$ cat src/rtl/seck_pkg.sv
// seck_pkg: shared types and constants for the squared-exponential kernel block.
// Used by seck_cfg, seck_mul, se_kernel_changepoint_scale and seck_chk.
// No dependencies.
package seck_pkg;

  // Q16.16 data and shared multiplier widths
  localparam int unsigned DataW = 32;
  localparam int unsigned MulW  = 33;
  localparam int unsigned ProdW = 2 * MulW;
  localparam int unsigned DistW = 64;
  localparam int unsigned RW    = 29;
  localparam int unsigned CfgIdxW = 3;

  // 1.0 in Q1.32
  localparam logic [MulW-1:0] OneQ32 = {1'b1, {DataW{1'b0}}};

  // reciprocal constants: floor(n*K >> 34) = n/5, floor(n*K >> 33) = n/3 for 32-bit n
  localparam logic [MulW-1:0] RecipDiv5 = 33'h0_CCCC_CCCD;
  localparam logic [MulW-1:0] RecipDiv3 = 33'h0_AAAA_AAAB;

  // register reset value (1.0 in Q16.16)
  localparam logic [DataW-1:0] OneQ16 = 32'h0001_0000;

  // configuration register indexes
  typedef enum logic [CfgIdxW-1:0] {
    REG_MODE   = 3'd0,
    REG_ILS    = 3'd1,
    REG_SCALE0 = 3'd2,
    REG_SCALE1 = 3'd3,
    REG_SCALEX = 3'd4
  } reg_idx_t;

  // kernel modes
  localparam logic MODE_COV   = 1'b0;
  localparam logic MODE_DERIV = 1'b1;

  // configuration bundle from the register file to the datapath
  typedef struct packed {
    logic             mode;
    logic [DataW-1:0] inv_ls;
    logic [DataW-1:0] scale0;
    logic [DataW-1:0] scale1;
    logic [DataW-1:0] scalex;
  } cfg_t;

endpackage

$ cat src/rtl/seck_mul.sv
// seck_mul: shared 33x33 unsigned multiplier with a registered product.
// Depends on seck_pkg for widths.
module seck_mul import seck_pkg::*; (
  input  logic             clk,
  input  logic             en,
  input  logic [MulW-1:0]  op_a,
  input  logic [MulW-1:0]  op_b,
  output logic [ProdW-1:0] prod_r
);

  logic [ProdW-1:0] prod_nxt;

  // product loads only on cycles that issue a multiply; held otherwise
  always_comb begin
    prod_nxt = prod_r;
    if (en) begin
      prod_nxt = {{MulW{1'b0}}, op_a} * {{MulW{1'b0}}, op_b};
    end
  end

  always_ff @(posedge clk) begin
    prod_r <= prod_nxt;
  end

endmodule

$ cat src/rtl/seck_cfg.sv
// seck_cfg: configuration register file (mode, inverse length scale, output scales).
// Depends on seck_pkg for cfg_t and register indexes.
module seck_cfg import seck_pkg::*; (
  input  logic               clk,
  input  logic               rst_n,
  input  logic               cfg_valid,
  output logic               cfg_ready,
  input  logic [CfgIdxW-1:0] cfg_index,
  input  logic [DataW-1:0]   cfg_data,
  output cfg_t               cfg
);

  cfg_t cfg_r, cfg_nxt;

  assign cfg_ready = 1'b1;
  assign cfg       = cfg_r;

  // register write decode; unknown indexes are dropped
  always_comb begin
    cfg_nxt = cfg_r;
    if (cfg_valid) begin
      case (cfg_index)
        REG_MODE:   cfg_nxt.mode   = cfg_data[0];
        REG_ILS:    cfg_nxt.inv_ls = cfg_data;
        REG_SCALE0: cfg_nxt.scale0 = cfg_data;
        REG_SCALE1: cfg_nxt.scale1 = cfg_data;
        REG_SCALEX: cfg_nxt.scalex = cfg_data;
        default:    cfg_nxt = cfg_r;
      endcase
    end
  end

  always_ff @(posedge clk) begin
    if (!rst_n) begin
      cfg_r.mode   <= MODE_COV;
      cfg_r.inv_ls <= OneQ16;
      cfg_r.scale0 <= OneQ16;
      cfg_r.scale1 <= OneQ16;
      cfg_r.scalex <= OneQ16;
    end else begin
      cfg_r <= cfg_nxt;
    end
  end

endmodule

$ cat src/rtl/se_kernel_changepoint_scale.sv
// se_kernel_changepoint_scale: squared-exponential kernel entry with changepoint scales.
// Depends on seck_pkg, seck_cfg (register file) and seck_mul (shared multiplier).
//
//  channel | dir | handshake           | payload
//  in_     | in  | in_tvalid/in_tready | tdata {coord_b, coord_a}, tuser {seg_b, seg_a}, tlast
//  out_    | out | out_tvalid/tready   | tdata kernel_value, tuser saturated
//  cfg_    | in  | cfg_valid/cfg_ready | cfg_index, cfg_data
//
// A coordinate request steps through accept, scale multiply, square and accumulate.
// A last request then runs on the one shared multiplier: range check, polynomial,
// eight squarings, scale pass; zero or cutoff skips straight to the scale pass.
// Synchronous active-low reset clears the distance, sequencer and output valid.
// The result sits in an output register; a stalled result only holds the block
// when the next result is ready to be written.
module se_kernel_changepoint_scale import seck_pkg::*; (
  input  logic               clk,
  input  logic               rst_n,
  input  logic               in_tvalid,
  output logic               in_tready,
  input  logic [63:0]        in_tdata,   // [31:0] coord_a, [63:32] coord_b
  input  logic [1:0]         in_tuser,   // [0] segment_a, [1] segment_b
  input  logic               in_tlast,   // last
  output logic               out_tvalid,
  input  logic               out_tready,
  output logic [DataW-1:0]   out_tdata,  // [31:0] kernel_value
  output logic               out_tuser,  // [0] saturated
  input  logic               cfg_valid,
  output logic               cfg_ready,
  input  logic [CfgIdxW-1:0] cfg_index,
  input  logic [DataW-1:0]   cfg_data
);

  typedef enum logic [20:0] {
    ST_IDLE = 21'h000001,
    ST_SCL  = 21'h000002,
    ST_SQR  = 21'h000004,
    ST_ACC  = 21'h000008,
    ST_CHK  = 21'h000010,
    ST_DIV5 = 21'h000020,
    ST_T5   = 21'h000040,
    ST_MUL4 = 21'h000080,
    ST_T4   = 21'h000100,
    ST_MUL3 = 21'h000200,
    ST_DIV3 = 21'h000400,
    ST_T3   = 21'h000800,
    ST_MUL2 = 21'h001000,
    ST_T2   = 21'h002000,
    ST_MUL1 = 21'h004000,
    ST_T1   = 21'h008000,
    ST_SQ   = 21'h010000,
    ST_SQW  = 21'h020000,
    ST_SCV  = 21'h040000,
    ST_DSC  = 21'h080000,
    ST_OUT  = 21'h100000
  } state_t;

  state_t             state_r, state_nxt;
  cfg_t               cfg;
  logic [DataW-1:0]   mag_r, mag_nxt;
  logic               seg_a_r, seg_a_nxt, seg_b_r, seg_b_nxt, last_r, last_nxt;
  logic               flag_r, flag_nxt;
  logic [DistW-1:0]   dist_r, dist_nxt;
  logic [RW-1:0]      r_r, r_nxt;
  logic [MulW-1:0]    work_r, work_nxt;
  logic [2:0]         sq_cnt_r, sq_cnt_nxt;
  logic [DataW-1:0]   out_data_r, out_data_nxt;
  logic               out_sat_r, out_sat_nxt;
  logic               out_valid_r, out_valid_nxt;

  logic               mul_en;
  logic [MulW-1:0]    mul_a, mul_b;
  logic [ProdW-1:0]   prod_r;

  logic signed [32:0] diff;
  logic [DistW-1:0]   term;
  logic [DistW:0]     dist_sum;
  logic [DataW-1:0]   scale_sel;
  logic               out_free;

  seck_cfg u_cfg (
    .clk       (clk),
    .rst_n     (rst_n),
    .cfg_valid (cfg_valid),
    .cfg_ready (cfg_ready),
    .cfg_index (cfg_index),
    .cfg_data  (cfg_data),
    .cfg       (cfg)
  );

  seck_mul u_mul (
    .clk    (clk),
    .en     (mul_en),
    .op_a   (mul_a),
    .op_b   (mul_b),
    .prod_r (prod_r)
  );

  assign in_tready  = (state_r == ST_IDLE);
  assign out_tvalid = out_valid_r;
  assign out_tdata  = out_data_r;
  assign out_tuser  = out_sat_r;
  assign out_free   = !out_valid_r || out_tready;

  // signed coordinate difference, taken straight off the request
  assign diff = {in_tdata[31], in_tdata[31:0]} - {in_tdata[63], in_tdata[63:32]};

  // squared term, saturated when the scaled difference reaches 2^16
  assign term     = flag_r ? {DistW{1'b1}} : {16'd0, prod_r[63:16]};
  assign dist_sum = {1'b0, dist_r} + {1'b0, term};

  // output scale from segment labels
  always_comb begin
    if (!seg_a_r && !seg_b_r) begin
      scale_sel = cfg.scale0;
    end else if (seg_a_r && seg_b_r) begin
      scale_sel = cfg.scale1;
    end else begin
      scale_sel = cfg.scalex;
    end
  end

  // multiplier operand select per sequencer step
  always_comb begin
    mul_en = 1'b1;
    mul_a  = '0;
    mul_b  = '0;
    case (state_r)
      ST_SCL: begin
        mul_a = {1'b0, mag_r};
        mul_b = {1'b0, cfg.inv_ls};
      end
      ST_SQR: begin
        mul_a = {1'b0, prod_r[47:16]};
        mul_b = {1'b0, prod_r[47:16]};
      end
      ST_DIV5: begin
        mul_a = {4'd0, r_r};
        mul_b = RecipDiv5;
      end
      ST_MUL4, ST_MUL3, ST_MUL2, ST_MUL1: begin
        mul_a = {4'd0, r_r};
        mul_b = work_r;
      end
      ST_DIV3: begin
        mul_a = {1'b0, prod_r[63:32]};
        mul_b = RecipDiv3;
      end
      ST_SQ: begin
        mul_a = {1'b0, work_r[31:0]};
        mul_b = {1'b0, work_r[31:0]};
      end
      ST_SCV: begin
        mul_a = (cfg.mode == MODE_COV) ? {1'b0, scale_sel} : {11'd0, dist_r[21:0]};
        mul_b = work_r;
      end
      ST_DSC: begin
        mul_a = {1'b0, scale_sel};
        mul_b = {11'd0, prod_r[53:32]};
      end
      default: mul_en = 1'b0;
    endcase
  end

  // sequencer and datapath registers
  always_comb begin
    state_nxt     = state_r;
    mag_nxt       = mag_r;
    seg_a_nxt     = seg_a_r;
    seg_b_nxt     = seg_b_r;
    last_nxt      = last_r;
    flag_nxt      = flag_r;
    dist_nxt      = dist_r;
    r_nxt         = r_r;
    work_nxt      = work_r;
    sq_cnt_nxt    = sq_cnt_r;
    out_data_nxt  = out_data_r;
    out_sat_nxt   = out_sat_r;
    out_valid_nxt = out_valid_r && !out_tready;

    case (state_r)
      ST_IDLE: begin
        if (in_tvalid) begin
          mag_nxt   = diff[32] ? 32'(-diff) : diff[31:0];
          seg_a_nxt = in_tuser[0];
          seg_b_nxt = in_tuser[1];
          last_nxt  = in_tlast;
          state_nxt = ST_SCL;
        end
      end
      ST_SCL: state_nxt = ST_SQR;
      ST_SQR: begin
        flag_nxt  = |prod_r[63:48];
        state_nxt = ST_ACC;
      end
      ST_ACC: begin
        dist_nxt  = dist_sum[DistW] ? {DistW{1'b1}} : dist_sum[DistW-1:0];
        state_nxt = last_r ? ST_CHK : ST_IDLE;
      end
      // range check on x = d/2: cutoff at 32.0, exact 1.0 at zero
      ST_CHK: begin
        r_nxt      = {dist_r[21:1], 8'd0};
        sq_cnt_nxt = '0;
        if (|dist_r[DistW-1:22]) begin
          work_nxt  = '0;
          state_nxt = ST_SCV;
        end else if (!(|dist_r[21:1])) begin
          work_nxt  = OneQ32;
          state_nxt = ST_SCV;
        end else begin
          state_nxt = ST_DIV5;
        end
      end
      ST_DIV5: state_nxt = ST_T5;
      ST_T5: begin
        work_nxt  = OneQ32 - {3'd0, prod_r[63:34]};
        state_nxt = ST_MUL4;
      end
      ST_MUL4: state_nxt = ST_T4;
      ST_T4: begin
        work_nxt  = OneQ32 - {3'd0, prod_r[63:34]};
        state_nxt = ST_MUL3;
      end
      ST_MUL3: state_nxt = ST_DIV3;
      ST_DIV3: state_nxt = ST_T3;
      ST_T3: begin
        work_nxt  = OneQ32 - {2'd0, prod_r[63:33]};
        state_nxt = ST_MUL2;
      end
      ST_MUL2: state_nxt = ST_T2;
      ST_T2: begin
        work_nxt  = OneQ32 - {2'd0, prod_r[63:33]};
        state_nxt = ST_MUL1;
      end
      ST_MUL1: state_nxt = ST_T1;
      ST_T1: begin
        work_nxt  = OneQ32 - {1'b0, prod_r[63:32]};
        state_nxt = ST_SQ;
      end
      // eight squarings, capped at 1.0
      ST_SQ: begin
        flag_nxt  = work_r[32];
        state_nxt = ST_SQW;
      end
      ST_SQW: begin
        work_nxt   = flag_r ? OneQ32 : {1'b0, prod_r[63:32]};
        sq_cnt_nxt = sq_cnt_r + 3'd1;
        state_nxt  = (sq_cnt_r == 3'd7) ? ST_SCV : ST_SQ;
      end
      ST_SCV: state_nxt = (cfg.mode == MODE_COV) ? ST_OUT : ST_DSC;
      ST_DSC: state_nxt = ST_OUT;
      // write result once the output register is free, then clear distance
      ST_OUT: begin
        if (out_free) begin
          if (cfg.mode == MODE_COV) begin
            out_sat_nxt  = |prod_r[65:64];
            out_data_nxt = (|prod_r[65:64]) ? {DataW{1'b1}} : prod_r[63:32];
          end else begin
            out_sat_nxt  = |prod_r[65:48];
            out_data_nxt = (|prod_r[65:48]) ? {DataW{1'b1}} : prod_r[47:16];
          end
          out_valid_nxt = 1'b1;
          dist_nxt      = '0;
          state_nxt     = ST_IDLE;
        end
      end
      default: state_nxt = ST_IDLE;
    endcase
  end

  always_ff @(posedge clk) begin
    if (!rst_n) begin
      state_r     <= ST_IDLE;
      dist_r      <= '0;
      out_valid_r <= 1'b0;
      sq_cnt_r    <= '0;
    end else begin
      state_r     <= state_nxt;
      dist_r      <= dist_nxt;
      out_valid_r <= out_valid_nxt;
      sq_cnt_r    <= sq_cnt_nxt;
    end
  end

  always_ff @(posedge clk) begin
    mag_r      <= mag_nxt;
    seg_a_r    <= seg_a_nxt;
    seg_b_r    <= seg_b_nxt;
    last_r     <= last_nxt;
    flag_r     <= flag_nxt;
    r_r        <= r_nxt;
    work_r     <= work_nxt;
    out_data_r <= out_data_nxt;
    out_sat_r  <= out_sat_nxt;
  end

endmodule

$ cat config.mk
export PLATFORM = sky130hd
export DESIGN_NAME = se_kernel_changepoint_scale
export DESIGN_NICKNAME = d
export VERILOG_FILES = /design/src/rtl/seck_pkg.sv /design/src/rtl/seck_mul.sv /design/src/rtl/seck_cfg.sv /design/src/rtl/se_kernel_changepoint_scale.sv
export SDC_FILE = /design/constraint.sdc
export NUM_CORES = 2
export LEC_CHECK = 0
export ABC_AREA = 1
export BUFFER_PORTS_ARGS = -buffer_cell sky130_fd_sc_hd__buf_2
export CELL_PAD_IN_SITES_DETAIL_PLACEMENT = 0
export CELL_PAD_IN_SITES_GLOBAL_PLACEMENT = 1
export CORE_MARGIN = 3
export CORE_UTILIZATION = 44
export DETAILED_ROUTE_END_ITERATION = 8
export PLACE_DENSITY_LB_ADDON = 0.1
export REMOVE_ABC_BUFFERS = 1
export SLEW_MARGIN = 20
export SYNTH_ARGS = -nofsm -noshare
export SYNTH_HDL_FRONTEND = slang
export SYNTH_HIERARCHICAL = 1
export SYNTH_SLANG_ARGS = --single-unit
$ cat constraint.sdc
create_clock -name clk -period 7.5 [get_ports clk]
set_input_delay 0.375 -clock clk [delete_from_list [all_inputs] [get_ports clk]]
set_output_delay 0.375 -clock clk [all_outputs]
set_load 0.1 [all_outputs]
==> impl_metrics.csv <==
group,metric,value,unit
critical_path,crit_slowest_cell,"fa_1",
floorplan,io_pins,143,
global_routing,grt_pass1_wl,407300,um
timing,rsz0062_at_grt,"yes",
power_and_ir_drop,swShare,0.3335,
yosys,syn_inst,9496,
timing,period_share,1.152,
finish,num-nets-final,11770,
power_and_ir_drop,internal_power,4.324,mW
power_and_ir_drop,clockPowerShare,0.397,
detailed_routing,antenna_left,0,
floorplan,fp.dieArea,0.1550,mm2
power_and_ir_drop,power_frac_comb,0.231,
power_and_ir_drop,power_switching,2.164,mW
power_and_ir_drop,p_per_area,77.15,mW/mm2
timing,hold_ws,0.07334,ns
placed_design,place_inst,12080,
global_routing,grt-ovfl-total,0,
finish,area_growth,27.15,%
critical_path,worstPathArrival,8.99,ns
power_and_ir_drop,power.total,6.488,mW
clocking,cts_made_buffers,50,
critical_path,worstSetupPathType,"flop to flop",
clocking,clk_latency,0.68,ns
global_routing,gr-usage-all-layers,0.3481,
timing,min_period,8.640,ns
yosys,synth_area,0.06614,mm2
global_routing,antenna_found_initial,6,
global_routing,grt_pass1_vias,64350,
timing,final_max_slew_viol_count,0,
status,status,"complete, but fails checks",
finish,drive_gt1_frac,0.2120,
detailed_routing,drt_iter0_drc,5247,
finish,final_core_util,0.5661,
floorplan,std_cell_rows,141,
timing,finClkSkew,0.08721,ns
critical_path,end_kind,"flop",
power_and_ir_drop,p_leak,46.07,nW
timing,slew_headroom,0.2772,
floorplan,core_area,0.1485,mm2
timing,tightest_slew,1.084,ns
floorplan,die_y,393.7,um
worst_hold_path,hold_path.class,"input pin to flop",
clocking,clock_sinks,391,
floorplan,die_width,393.7,um
critical_path,cpLargestDelayFamily,"adder cells",
job,cap_violations,0,
power_and_ir_drop,sequentialPowerShare,0.372,
detailed_routing,drcViolationCount,0,
detailed_routing,vias_per_cell,5.186,
yosys,syn_area_per_cell,6.965,um2
clocking,clockBufferDepth,3,
critical_path,cp-start-kind,"flop",
detailed_routing,vias,64230,
timing,max_freq,115.7,MHz
detailed_routing,wl_per_cell,22.34,um
global_routing,grt_max_degree,98,
timing,fin_ws,-1.140,ns
placed_design,port_buffers,141,
placed_design,globalplace.congestion,0.9896,
critical_path,worstPathRequired,7.85,ns
critical_path,cp.buffers_inverters,20,
critical_path,path_max_fanout,10,
clocking,clk_pin_slew,0.06,ns
clocking,cts-root-buf,"clkbuf_16",
yosys,ys_warn_count,6,
status,failed_checks,"negative setup slack",
finish,finalNonFillerCells,12380,
clocking,cts_tree,"done",
finish,layout.cells.most_common,"nand2_1",
placed_design,pre_cts_ws,-1.734,ns
finish,final_cell_mix,"2432 x nand2_1, 2237 x inv_1, 904 x fa_1",
detailed_routing,routed_wl,276700,um
critical_path,max_stage_delay,0.59,ns
timing,setup_violations,50,
placed_design,dpl.hpwl,224300,um
timing,hold_viol,0,
detailed_routing,first_pass_iters,6,
floorplan,initial_core_util,0.4452,
power_and_ir_drop,ir_drop,171.2,uV
clocking,htreeDepth,2,
critical_path,cpMostUsedCell,"fa_1",
power by group through the flow:
stage	combinational, mW	sequential [mW]	clock (mW)
after detailed placement	1.35	2.45	0
after global routing	1.61	2.42	2.69
after CTS	1.44	2.41	2.61
final	1.50	2.41	2.57
after global placement	1.34	2.45	0
after floorplan	0.636	2.42	0
per-layer routing:
metal  vias up  routed length, um  global-route usage
li1      29750                  -                   -
met1     31440             115700              0.4721
met2      2495             125500              0.5628
met3       543              22890             0.05647
met4        10              12500              0.1244
met5         -                 62                   0
worst paths after layout:
kind / from / to / slack, ns / cells past startpoint
setup / recovery: state_r[4] / u_mul/prod_r[60] / -1.14 / 44
setup reg to reg: state_r[4] / u_mul/prod_r[60] / -1.14 / 44
hold / removal: cfg_data[9] / u_cfg/cfg[41] / 0.07 / 5
hold reg to reg: u_cfg/cfg[66] / u_cfg/cfg[66] / 0.48 / 2
area by class of cell:
cell class | count | area [um2]
flip-flops and latches | 391 | 9583
clock buffers | 68 | 1400
diodes | 5 | 12.51
fillers | 14350 | 64450
well taps | 2002 | 2505
inverters | 2428 | 9146
clock inverters | 25 | 326.6
multi-input cells | 6257 | 49600
repair buffers | 1208 | 11520
sequential cells by signal, summed over array words and instances, names as in the netlist:
register      flops
sq_cnt_r          3
out_tvalid        1
out_tdata        32
state_r          21
work_r           33
r_r              21
u_cfg/cfg       129
seg_a_r           1
dist_r           64
last_r            1
out_tuser         1
flag_r            1
seg_b_r           1
mag_r            32
u_mul/prod_r     50
worst min-delay path, stage by stage:
cell     delay (ns)
buf_2          0.07
inv_1          0.06
nand3_1        0.08
nand2_1        0.05
nor2_1         0.07
per-stage QoR:
step / TNS, ns / instance area, um2
6_report: -48.46 / 84090
5_1_grt: -60.76 / 84080
4_1_cts: -43.02 / 81390
3_5_place_dp: -74.66 / 76320
3_3_place_gp: -75.36 / 76310
2_1_floorplan: -140.87 / 64430
what timing repair did:
action	4_1_cts	5_1_grt
hold buffers	4	0
gates resized for setup	522	606
pin swaps	165	312
endpoints found under the hold margin	7	0
cloned	10	5
buffers inserted	121	80
setup endpoints to repair	50	50
Power figures use the tool's default switching activity.
